--- config.mk ---
export PLATFORM = sky130hd
export DESIGN_NAME = hand_guiding_proximity_supervisor
export DESIGN_NICKNAME = d
export VERILOG_FILES = /design/src/hgps_pkg.sv /design/src/hgps_datapath.sv /design/src/hgps_ctrl.sv /design/src/hand_guiding_proximity_supervisor.sv
export SDC_FILE = /design/constraint.sdc
export NUM_CORES = 2
export LEC_CHECK = 0
export BUFFER_PORTS_ARGS = -buffer_cell sky130_fd_sc_hd__buf_2
export CORE_MARGIN = 3
export CORE_UTILIZATION = 40
export CTS_BUF_LIST = sky130_fd_sc_hd__clkbuf_4 sky130_fd_sc_hd__clkbuf_8 sky130_fd_sc_hd__clkbuf_16
export DETAILED_ROUTE_END_ITERATION = 7
export PLACE_DENSITY = 0.58
export SYNTH_ARGS = -nofsm -noshare
export SYNTH_HDL_FRONTEND = slang
export SYNTH_SLANG_ARGS = --single-unit
--- constraint.sdc ---
create_clock -name clk -period 21.1 [get_ports clk]
set_clock_uncertainty 0.1 [all_clocks]
set_input_delay 0 -clock clk [delete_from_list [all_inputs] [get_ports clk]]
set_output_delay 0 -clock clk [all_outputs]
set_load 0.02 [all_outputs]
--- src/hgps_pkg.sv ---
package hgps_pkg;

  localparam int unsigned FRACTION_BITS = 16;
  localparam int unsigned SQRT_STEPS    = 32;
  localparam int unsigned DIV_STEPS     = 32;

  // One command word per cycle from the controller to the datapath
  typedef struct packed {
    logic       load;       // capture an input word
    logic       sq;         // square one coordinate, build the sum
    logic       norm_init;  // start root of the sum of squares
    logic       sqrt_step;  // one digit of the shared root unit
    logic       num;        // one partial product of the weighted sum
    logic       div_init;   // save norm, start the division
    logic       div_step;   // one quotient bit
    logic       sig_init;   // start root of the scaled quotient
    logic       lim;        // form the limit and compare
    logic       side;       // 0 robot, 1 operator
    logic [2:0] idx;        // axis, or axis and half for partial products
  } hgps_cmd_t;

  typedef struct packed {
    logic robot_below;
    logic oper_above;
  } hgps_stat_t;

endpackage

--- src/hgps_datapath.sv ---
module hgps_datapath
  import hgps_pkg::*;
(
  input  logic             clk,
  input  logic             cfg_wr_en,
  input  logic [31:0]      cfg_wr_data,
  input  logic             rst_n,
  input  hgps_cmd_t        cmd,
  input  logic [31:0]      pos_in [6],
  input  logic [31:0]      var_in [6],
  output hgps_stat_t       stat
);

  logic [31:0] md_r;
  logic [31:0] pos_r [6];
  logic [31:0] var_r [6];
  logic [62:0] sq_r [3];
  logic [63:0] sum_r;
  logic [95:0] acc_r;
  logic [63:0] dr_r;
  logic [31:0] q_r;
  logic [63:0] rad_r;
  logic [33:0] rem_r;
  logic [31:0] root_r;
  logic [31:0] norm_r;
  logic        robot_below_r;
  logic        oper_above_r;

  logic [2:0]  sel;
  logic [1:0]  axis;
  logic [31:0] p;
  logic [31:0] mag;
  logic [31:0] mul_a;
  logic [31:0] mul_b;
  logic [63:0] prod;
  logic [35:0] rem_t;
  logic [35:0] trial;
  logic        sq_ge;
  logic [64:0] div_t;
  logic        div_ge;
  logic [31:0] sigma;
  logic signed [34:0] lim;
  logic signed [34:0] md_s;

  assign axis  = (cmd.num) ? cmd.idx[2:1] : cmd.idx[1:0];
  assign sel   = cmd.side ? (3'd3 + {1'b0, axis}) : {1'b0, axis};
  assign p     = pos_r[sel];
  assign mag   = p[31] ? (32'd0 - p) : p;

  always_comb begin
    if (cmd.num) begin
      mul_a = cmd.idx[0] ? {1'b0, sq_r[axis][62:32]} : sq_r[axis][31:0];
      mul_b = var_r[sel];
    end else begin
      mul_a = mag;
      mul_b = mag;
    end
  end

  assign prod  = {32'd0, mul_a} * {32'd0, mul_b};

  assign rem_t = {rem_r, rad_r[63:62]};
  assign trial = {2'b00, root_r, 2'b01};
  assign sq_ge = (rem_t >= trial);

  assign div_t  = {dr_r, acc_r[31]};
  assign div_ge = (div_t >= {1'b0, sum_r});

  assign sigma = (sum_r == 64'd0) ? 32'd0 : root_r;
  assign lim   = $signed({3'b000, norm_r}) - $signed({2'b00, sigma, 1'b0});
  assign md_s  = $signed({3'b000, md_r});

  always_ff @(posedge clk) begin
    if (!rst_n) begin
      md_r <= 32'd0;
    end else if (cfg_wr_en) begin
      md_r <= cfg_wr_data;
    end
  end

  always_ff @(posedge clk) begin
    if (cmd.load) begin
      pos_r <= pos_in;
      var_r <= var_in;
    end
    if (cmd.sq) begin
      sq_r[axis] <= prod[62:0];
      sum_r      <= (axis == 2'd0) ? prod : (sum_r + prod);
    end
    if (cmd.num) begin
      if (cmd.idx == 3'd0) begin
        acc_r <= {32'd0, prod};
      end else if (cmd.idx[0]) begin
        acc_r <= acc_r + {prod, 32'd0};
      end else begin
        acc_r <= acc_r + {32'd0, prod};
      end
    end
    if (cmd.norm_init) begin
      rad_r  <= sum_r;
      rem_r  <= 34'd0;
      root_r <= 32'd0;
    end
    if (cmd.sig_init) begin
      rad_r  <= {32'd0, q_r} << FRACTION_BITS;
      rem_r  <= 34'd0;
      root_r <= 32'd0;
    end
    if (cmd.sqrt_step) begin
      rad_r  <= {rad_r[61:0], 2'b00};
      rem_r  <= sq_ge ? 34'(rem_t - trial) : rem_t[33:0];
      root_r <= {root_r[30:0], sq_ge};
    end
    if (cmd.div_init) begin
      norm_r <= root_r;
      dr_r   <= acc_r[95:32];
    end
    if (cmd.div_step) begin
      dr_r  <= div_ge ? 64'(div_t - {1'b0, sum_r}) : div_t[63:0];
      q_r   <= {q_r[30:0], div_ge};
      acc_r <= {acc_r[95:32], acc_r[30:0], 1'b0};
    end
    if (cmd.lim) begin
      if (cmd.side) begin
        oper_above_r  <= (lim > md_s);
      end else begin
        robot_below_r <= (lim < md_s);
      end
    end
  end

  assign stat.robot_below = robot_below_r;
  assign stat.oper_above  = oper_above_r;

endmodule

--- src/hgps_ctrl.sv ---
module hgps_ctrl
  import hgps_pkg::*;
(
  input  logic       clk,
  input  logic       rst_n,
  input  logic       in_valid,
  output logic       in_stall,
  output logic       out_valid,
  input  logic       out_stall,
  output logic       out_request_kind,
  output logic       out_request_value,
  output logic       out_last_of_run,
  output hgps_cmd_t  cmd,
  input  hgps_stat_t stat
);

  typedef enum logic [3:0] {
    S_IDLE, S_SQ, S_NINIT, S_NSTEP, S_NUM, S_DINIT, S_DSTEP,
    S_SINIT, S_SSTEP, S_LIM, S_DECIDE, S_EMIT_STOP, S_EMIT_MODE, S_EMIT_RES
  } state_t;

  state_t      state_r, state_nxt;
  logic [5:0]  cnt_r, cnt_nxt;
  logic        side_r, side_nxt;
  logic        manual_r, manual_nxt;
  logic        stopped_r, stopped_nxt;
  logic        ov_r, ov_nxt;
  logic        kind_r, kind_nxt;
  logic        val_r, val_nxt;
  logic        last_r, last_nxt;
  logic        out_free;
  logic        flip;

  assign out_free = !ov_r || !out_stall;
  assign flip     = (stat.robot_below && !manual_r) || (stat.oper_above && manual_r);

  always_comb begin
    state_nxt   = state_r;
    cnt_nxt     = cnt_r;
    side_nxt    = side_r;
    manual_nxt  = manual_r;
    stopped_nxt = stopped_r;
    ov_nxt      = ov_r && out_stall;
    kind_nxt    = kind_r;
    val_nxt     = val_r;
    last_nxt    = last_r;
    cmd         = '0;
    cmd.side    = side_r;
    cmd.idx     = cnt_r[2:0];
    case (state_r)
      S_IDLE: begin
        if (in_valid) begin
          cmd.load  = 1'b1;
          side_nxt  = 1'b0;
          cnt_nxt   = '0;
          state_nxt = S_SQ;
        end
      end
      S_SQ: begin
        cmd.sq  = 1'b1;
        cnt_nxt = cnt_r + 6'd1;
        if (cnt_r == 6'd2) begin
          state_nxt = S_NINIT;
        end
      end
      S_NINIT: begin
        cmd.norm_init = 1'b1;
        cnt_nxt       = '0;
        state_nxt     = S_NSTEP;
      end
      S_NSTEP: begin
        cmd.sqrt_step = 1'b1;
        cnt_nxt       = cnt_r + 6'd1;
        if (cnt_r == 6'(SQRT_STEPS - 1)) begin
          cnt_nxt   = '0;
          state_nxt = S_NUM;
        end
      end
      S_NUM: begin
        cmd.num = 1'b1;
        cnt_nxt = cnt_r + 6'd1;
        if (cnt_r == 6'd5) begin
          state_nxt = S_DINIT;
        end
      end
      S_DINIT: begin
        cmd.div_init = 1'b1;
        cnt_nxt      = '0;
        state_nxt    = S_DSTEP;
      end
      S_DSTEP: begin
        cmd.div_step = 1'b1;
        cnt_nxt      = cnt_r + 6'd1;
        if (cnt_r == 6'(DIV_STEPS - 1)) begin
          state_nxt = S_SINIT;
        end
      end
      S_SINIT: begin
        cmd.sig_init = 1'b1;
        cnt_nxt      = '0;
        state_nxt    = S_SSTEP;
      end
      S_SSTEP: begin
        cmd.sqrt_step = 1'b1;
        cnt_nxt       = cnt_r + 6'd1;
        if (cnt_r == 6'(SQRT_STEPS - 1)) begin
          state_nxt = S_LIM;
        end
      end
      S_LIM: begin
        cmd.lim = 1'b1;
        cnt_nxt = '0;
        if (side_r) begin
          state_nxt = S_DECIDE;
        end else begin
          side_nxt  = 1'b1;
          state_nxt = S_SQ;
        end
      end
      S_DECIDE: begin
        if (flip) begin
          manual_nxt  = !manual_r;
          stopped_nxt = 1'b1;
          state_nxt   = S_EMIT_STOP;
        end else if (stopped_r) begin
          stopped_nxt = 1'b0;
          state_nxt   = S_EMIT_RES;
        end else begin
          state_nxt = S_IDLE;
        end
      end
      S_EMIT_STOP: begin
        if (out_free) begin
          ov_nxt    = 1'b1;
          kind_nxt  = 1'b0;
          val_nxt   = 1'b1;
          last_nxt  = 1'b0;
          state_nxt = S_EMIT_MODE;
        end
      end
      S_EMIT_MODE: begin
        if (out_free) begin
          ov_nxt    = 1'b1;
          kind_nxt  = 1'b1;
          val_nxt   = manual_r;
          last_nxt  = 1'b1;
          state_nxt = S_IDLE;
        end
      end
      S_EMIT_RES: begin
        if (out_free) begin
          ov_nxt    = 1'b1;
          kind_nxt  = 1'b0;
          val_nxt   = 1'b0;
          last_nxt  = 1'b1;
          state_nxt = S_IDLE;
        end
      end
      default: begin
        state_nxt = S_IDLE;
      end
    endcase
  end

  always_ff @(posedge clk) begin
    if (!rst_n) begin
      state_r   <= S_IDLE;
      cnt_r     <= '0;
      side_r    <= 1'b0;
      manual_r  <= 1'b0;
      stopped_r <= 1'b0;
      ov_r      <= 1'b0;
    end else begin
      state_r   <= state_nxt;
      cnt_r     <= cnt_nxt;
      side_r    <= side_nxt;
      manual_r  <= manual_nxt;
      stopped_r <= stopped_nxt;
      ov_r      <= ov_nxt;
    end
    kind_r <= kind_nxt;
    val_r  <= val_nxt;
    last_r <= last_nxt;
  end

  assign in_stall          = (state_r != S_IDLE);
  assign out_valid         = ov_r;
  assign out_request_kind  = kind_r;
  assign out_request_value = val_r;
  assign out_last_of_run   = last_r;

endmodule

--- src/hand_guiding_proximity_supervisor.sv ---
// Hand-guiding proximity supervisor.
// Input channel: in_valid / in_stall carrying one robot and one operator
// position (signed Q16.16) with per-axis variances. A word is taken when
// in_valid is high and in_stall is low; in_stall stays high while a word
// is being worked on and until its requests are in the output register.
// Output channel: out_valid / out_stall carrying request words
// (kind, value, last_of_run); zero, one or two words per input word.
// Compute: for each side the coordinates are squared and summed, and the
// shared root unit (32 steps, used four times) and the shift-subtract
// divider (32 steps, used twice) form the norm and sigma; the block then
// decides and loads the output register. A second request word, if any,
// follows once the output register is free.
// cfg_wr_en / cfg_wr_data write min_distance; write only while idle.
// Reset (rst_n low, synchronous) clears min_distance, puts the block in
// automatic mode, not stopped, and drops out_valid.
// A stalled receiver holds the request word; the block waits with the next
// request word until the output register is free.
module hand_guiding_proximity_supervisor
  import hgps_pkg::*;
(
  input  logic        clk,
  input  logic        rst_n,
  input  logic        cfg_wr_en,
  input  logic [31:0] cfg_wr_data,
  input  logic        in_valid,
  output logic        in_stall,
  input  logic [31:0] in_robot_x,
  input  logic [31:0] in_robot_y,
  input  logic [31:0] in_robot_z,
  input  logic [31:0] in_robot_var_x,
  input  logic [31:0] in_robot_var_y,
  input  logic [31:0] in_robot_var_z,
  input  logic [31:0] in_operator_x,
  input  logic [31:0] in_operator_y,
  input  logic [31:0] in_operator_z,
  input  logic [31:0] in_operator_var_x,
  input  logic [31:0] in_operator_var_y,
  input  logic [31:0] in_operator_var_z,
  output logic        out_valid,
  input  logic        out_stall,
  output logic        out_request_kind,
  output logic        out_request_value,
  output logic        out_last_of_run
);

  hgps_cmd_t   cmd;
  hgps_stat_t  stat;
  logic [31:0] pos_in [6];
  logic [31:0] var_in [6];

  assign pos_in = '{in_robot_x, in_robot_y, in_robot_z,
                    in_operator_x, in_operator_y, in_operator_z};
  assign var_in = '{in_robot_var_x, in_robot_var_y, in_robot_var_z,
                    in_operator_var_x, in_operator_var_y, in_operator_var_z};

  hgps_datapath u_dp (
    .clk         (clk),
    .cfg_wr_en   (cfg_wr_en),
    .cfg_wr_data (cfg_wr_data),
    .rst_n       (rst_n),
    .cmd         (cmd),
    .pos_in      (pos_in),
    .var_in      (var_in),
    .stat        (stat)
  );

  hgps_ctrl u_ctrl (
    .clk               (clk),
    .rst_n             (rst_n),
    .in_valid          (in_valid),
    .in_stall          (in_stall),
    .out_valid         (out_valid),
    .out_stall         (out_stall),
    .out_request_kind  (out_request_kind),
    .out_request_value (out_request_value),
    .out_last_of_run   (out_last_of_run),
    .cmd               (cmd),
    .stat              (stat)
  );

`ifndef NO_ASSERTIONS
  a_stop_first: assert property (@(posedge clk) disable iff (!rst_n)
    out_valid && !out_last_of_run |-> !out_request_kind && out_request_value)
    else $error("non-final word is not a stop request");

  a_override_last: assert property (@(posedge clk) disable iff (!rst_n)
    out_valid && out_request_kind |-> out_last_of_run)
    else $error("override request not final");

  a_busy_after_take: assert property (@(posedge clk) disable iff (!rst_n)
    in_valid && !in_stall |=> in_stall)
    else $error("input taken while busy");
`endif

endmodule

==> impl_metrics.ini <==
[clocking]
insertion_delay_ns = 0.84
ctsHtreeMaxLevel = 4
path_clk_slew_ns = 0.06
cts_resized = 0
cts_root_buffer = clkbuf_16
cts_tree = built
cts_sinks = 1042
cts_buffer_depth = 3
cts_made_buffers = 130

[synth]
synth_area_leaders = edfxtp_1, fa_1, ha_1
ys_ff_latch = 1042
syn_area_sq_um = 95060
netlist_instances = 9738
synth-main-ff-cell = edfxtp_1
ys_async_sr_fraction_pct = 0
synth_top_area_share_pct = 31.37
syn_nets = 11680
synth_seq_area_share_pct = 32.40
synth_edf_count = 993
yosysTopAreaCell = edfxtp_1
ys_warn_count = 0
syn_area_per_cell_sq_um = 9.761
netlist-cell-type-count = 100

[worst_setup_path]
critPathArrivalTime_ns = 19.96
cp.depth = 53
ff2ff_path_depth = 53
cpMostUsedCell = fa_1
max_stage_delay_ns = 1.03
critPathRequiredTime_ns = 21.61
cp_max_fo = 55
slowest_stage = nand4_1
path_class = reg2reg
reg2reg_slack_ns = 1.64
crit_path_start_kind = flip-flop
critPathBufInv = 9
path_delay_family = simple AND/OR/NAND/NOR gates
end_kind = flip-flop

[place]
dp_hpwl_um = 287100
post_dp_cell_area_sq_um = 101200
place_congestion = 0.9785
io_buffers = 425

[layout]
area_growth_pct = 20.70
layout-drive-gt1-share_pct = 9.713
layout_common_cells = inv_1, nand2_1, edfxtp_1, nor2_1
final_common_cell = inv_1
fin_util_pct = 48.65
layout.nets = 12883
final_cell_area_sq_um = 114700

[die]
rows = 178
core-area_sq_um = 235900
die-area_sq_um = 243500
die_w_um = 493.5
ios = 426
fp.dieH_um = 493.5
initial_core_util_pct = 40.30

[routing]
wl_per_cell_um = 27.12
drc = 9
ant_nets = 0
routed_wirelength_um = 385700
viasPerCell = 5.708
drtIter0Drc = 8096
dr.pass1.iters = 8
vias = 81178

[timing]
max_slew_margin_pct = 8.105
slew_viol_final = 0
tightest_slew_ns = 1.369
final_hold_viol_count = 0
tns_ns = 0
finalSetupViolations = 0
period_minus_slack_ns = 19.46
rsz0062_at_grt = no
fmax_ghz = 0.05139
holdWs_ns = 0.1107
finalCritPeriodShare_pct = 92.22

[global_routing]
gr-usage-all-layers_pct = 31.22
antenna_found_initial = 31
grt_pass1_vias = 82476
overflow = 0
grt_pass1_wl_um = 559900
grt_max_degree = 175

[hold_path]
hp-class = in2reg
min_path_cells = 4

[outcome]
status = finished, violations left
violations = design-rule violations

[job]
maxCapViolCount = 0
-- worst min-delay path: cells and delay by family --
family | cells | cell delay [ns]
AND/OR/NAND/NOR | 1 | 0.16
AO/OA/AOI/OAI | 1 | 0.12
buffers and inverters | 2 | 0.71
-- stage by stage --
step                      setup WS, ns  std cells
after floorplan                  5.570       9738
after CTS                        1.989      14197
after global routing             1.033      14208
after detailed placement         2.117      13058
after global placement           2.158      13058
final                            1.642      14221
-- state kept, by name, summed over array words and instances, names as in the netlist, 32 cells and up, named ones only --
register	count
u_dp.sq_r	189
u_dp.var_r	192
u_dp.rem_r	34
u_dp.pos_r	192
u_dp.acc_r	95
u_dp.sum_r	64
u_dp.dr_r	64
u_dp.q_r	32
u_dp.norm_r	32
u_dp.md_r	32
u_dp.rad_r	64
u_dp.root_r	32
-- area by class of cell --
class | instances | area (sq um)
Antenna cell | 24 | 60.06
Clock buffer | 149 | 3415
Clock inverter | 89 | 1077
Tap cell | 3150 | 3941
Inverter | 1233 | 4634
Multi-Input combinational cell | 6982 | 57940
Timing Repair Buffer | 1552 | 12870
Sequential cell | 1042 | 30800
Fill cell | 21637 | 121100
-- what timing repair did --
action	4_1_cts	5_1_grt
hold buffers	901	0
setup buffers	0	0
endpoints found under the hold margin	433	0
-- cell usage after synthesis, types with 94 or more instances --
cell / instances
nor2_1: 955
a21o_1: 225
a21oi_1: 617
nand2b_1: 183
nand3_1: 117
buf_2: 94
fa_1: 901
mux2i_1: 123
ha_1: 620
xor2_1: 166
o21a_1: 95
o21ai_0: 485
nor2b_1: 108
inv_1: 1228
edfxtp_1: 993
nand2_1: 1001
clkbuf_1: 329
xnor2_1: 233
nand4_1: 112
-- cell families after synthesis --
group                      synth area share [%]
adders and majority gates                 27.14
and+or+nand+nor                           13.48
xor gates and xnor gates                  3.693
buffers and inverters                     6.995
muxes                                     2.913
AOI/OAI and AO/OA                         13.38
DFF                                       32.40
-- path summary, 6_finish.rpt --
path,startpoint,end
hold reg to reg,u_dp.q_r[11],u_dp.q_r[12]
hold / removal,out_stall,u_ctrl.out_valid
setup / recovery,u_ctrl.state_r[2],u_dp.acc_r[70]
setup reg to reg,u_ctrl.state_r[2],u_dp.acc_r[70]
-- routing by layer --
layer	GRT usage [%]	vias to the layer above	share of wire, %
li1	-	35605	-
met1	40.78	40729	41
met2	47.84	3924	44
met3	7.246	910	8.9
met4	17.40	10	6.4
met5	0	-	0.016
Power is not shown: default switching activity piles up to over one toggle a cycle in this logic, so the estimate is an artifact.
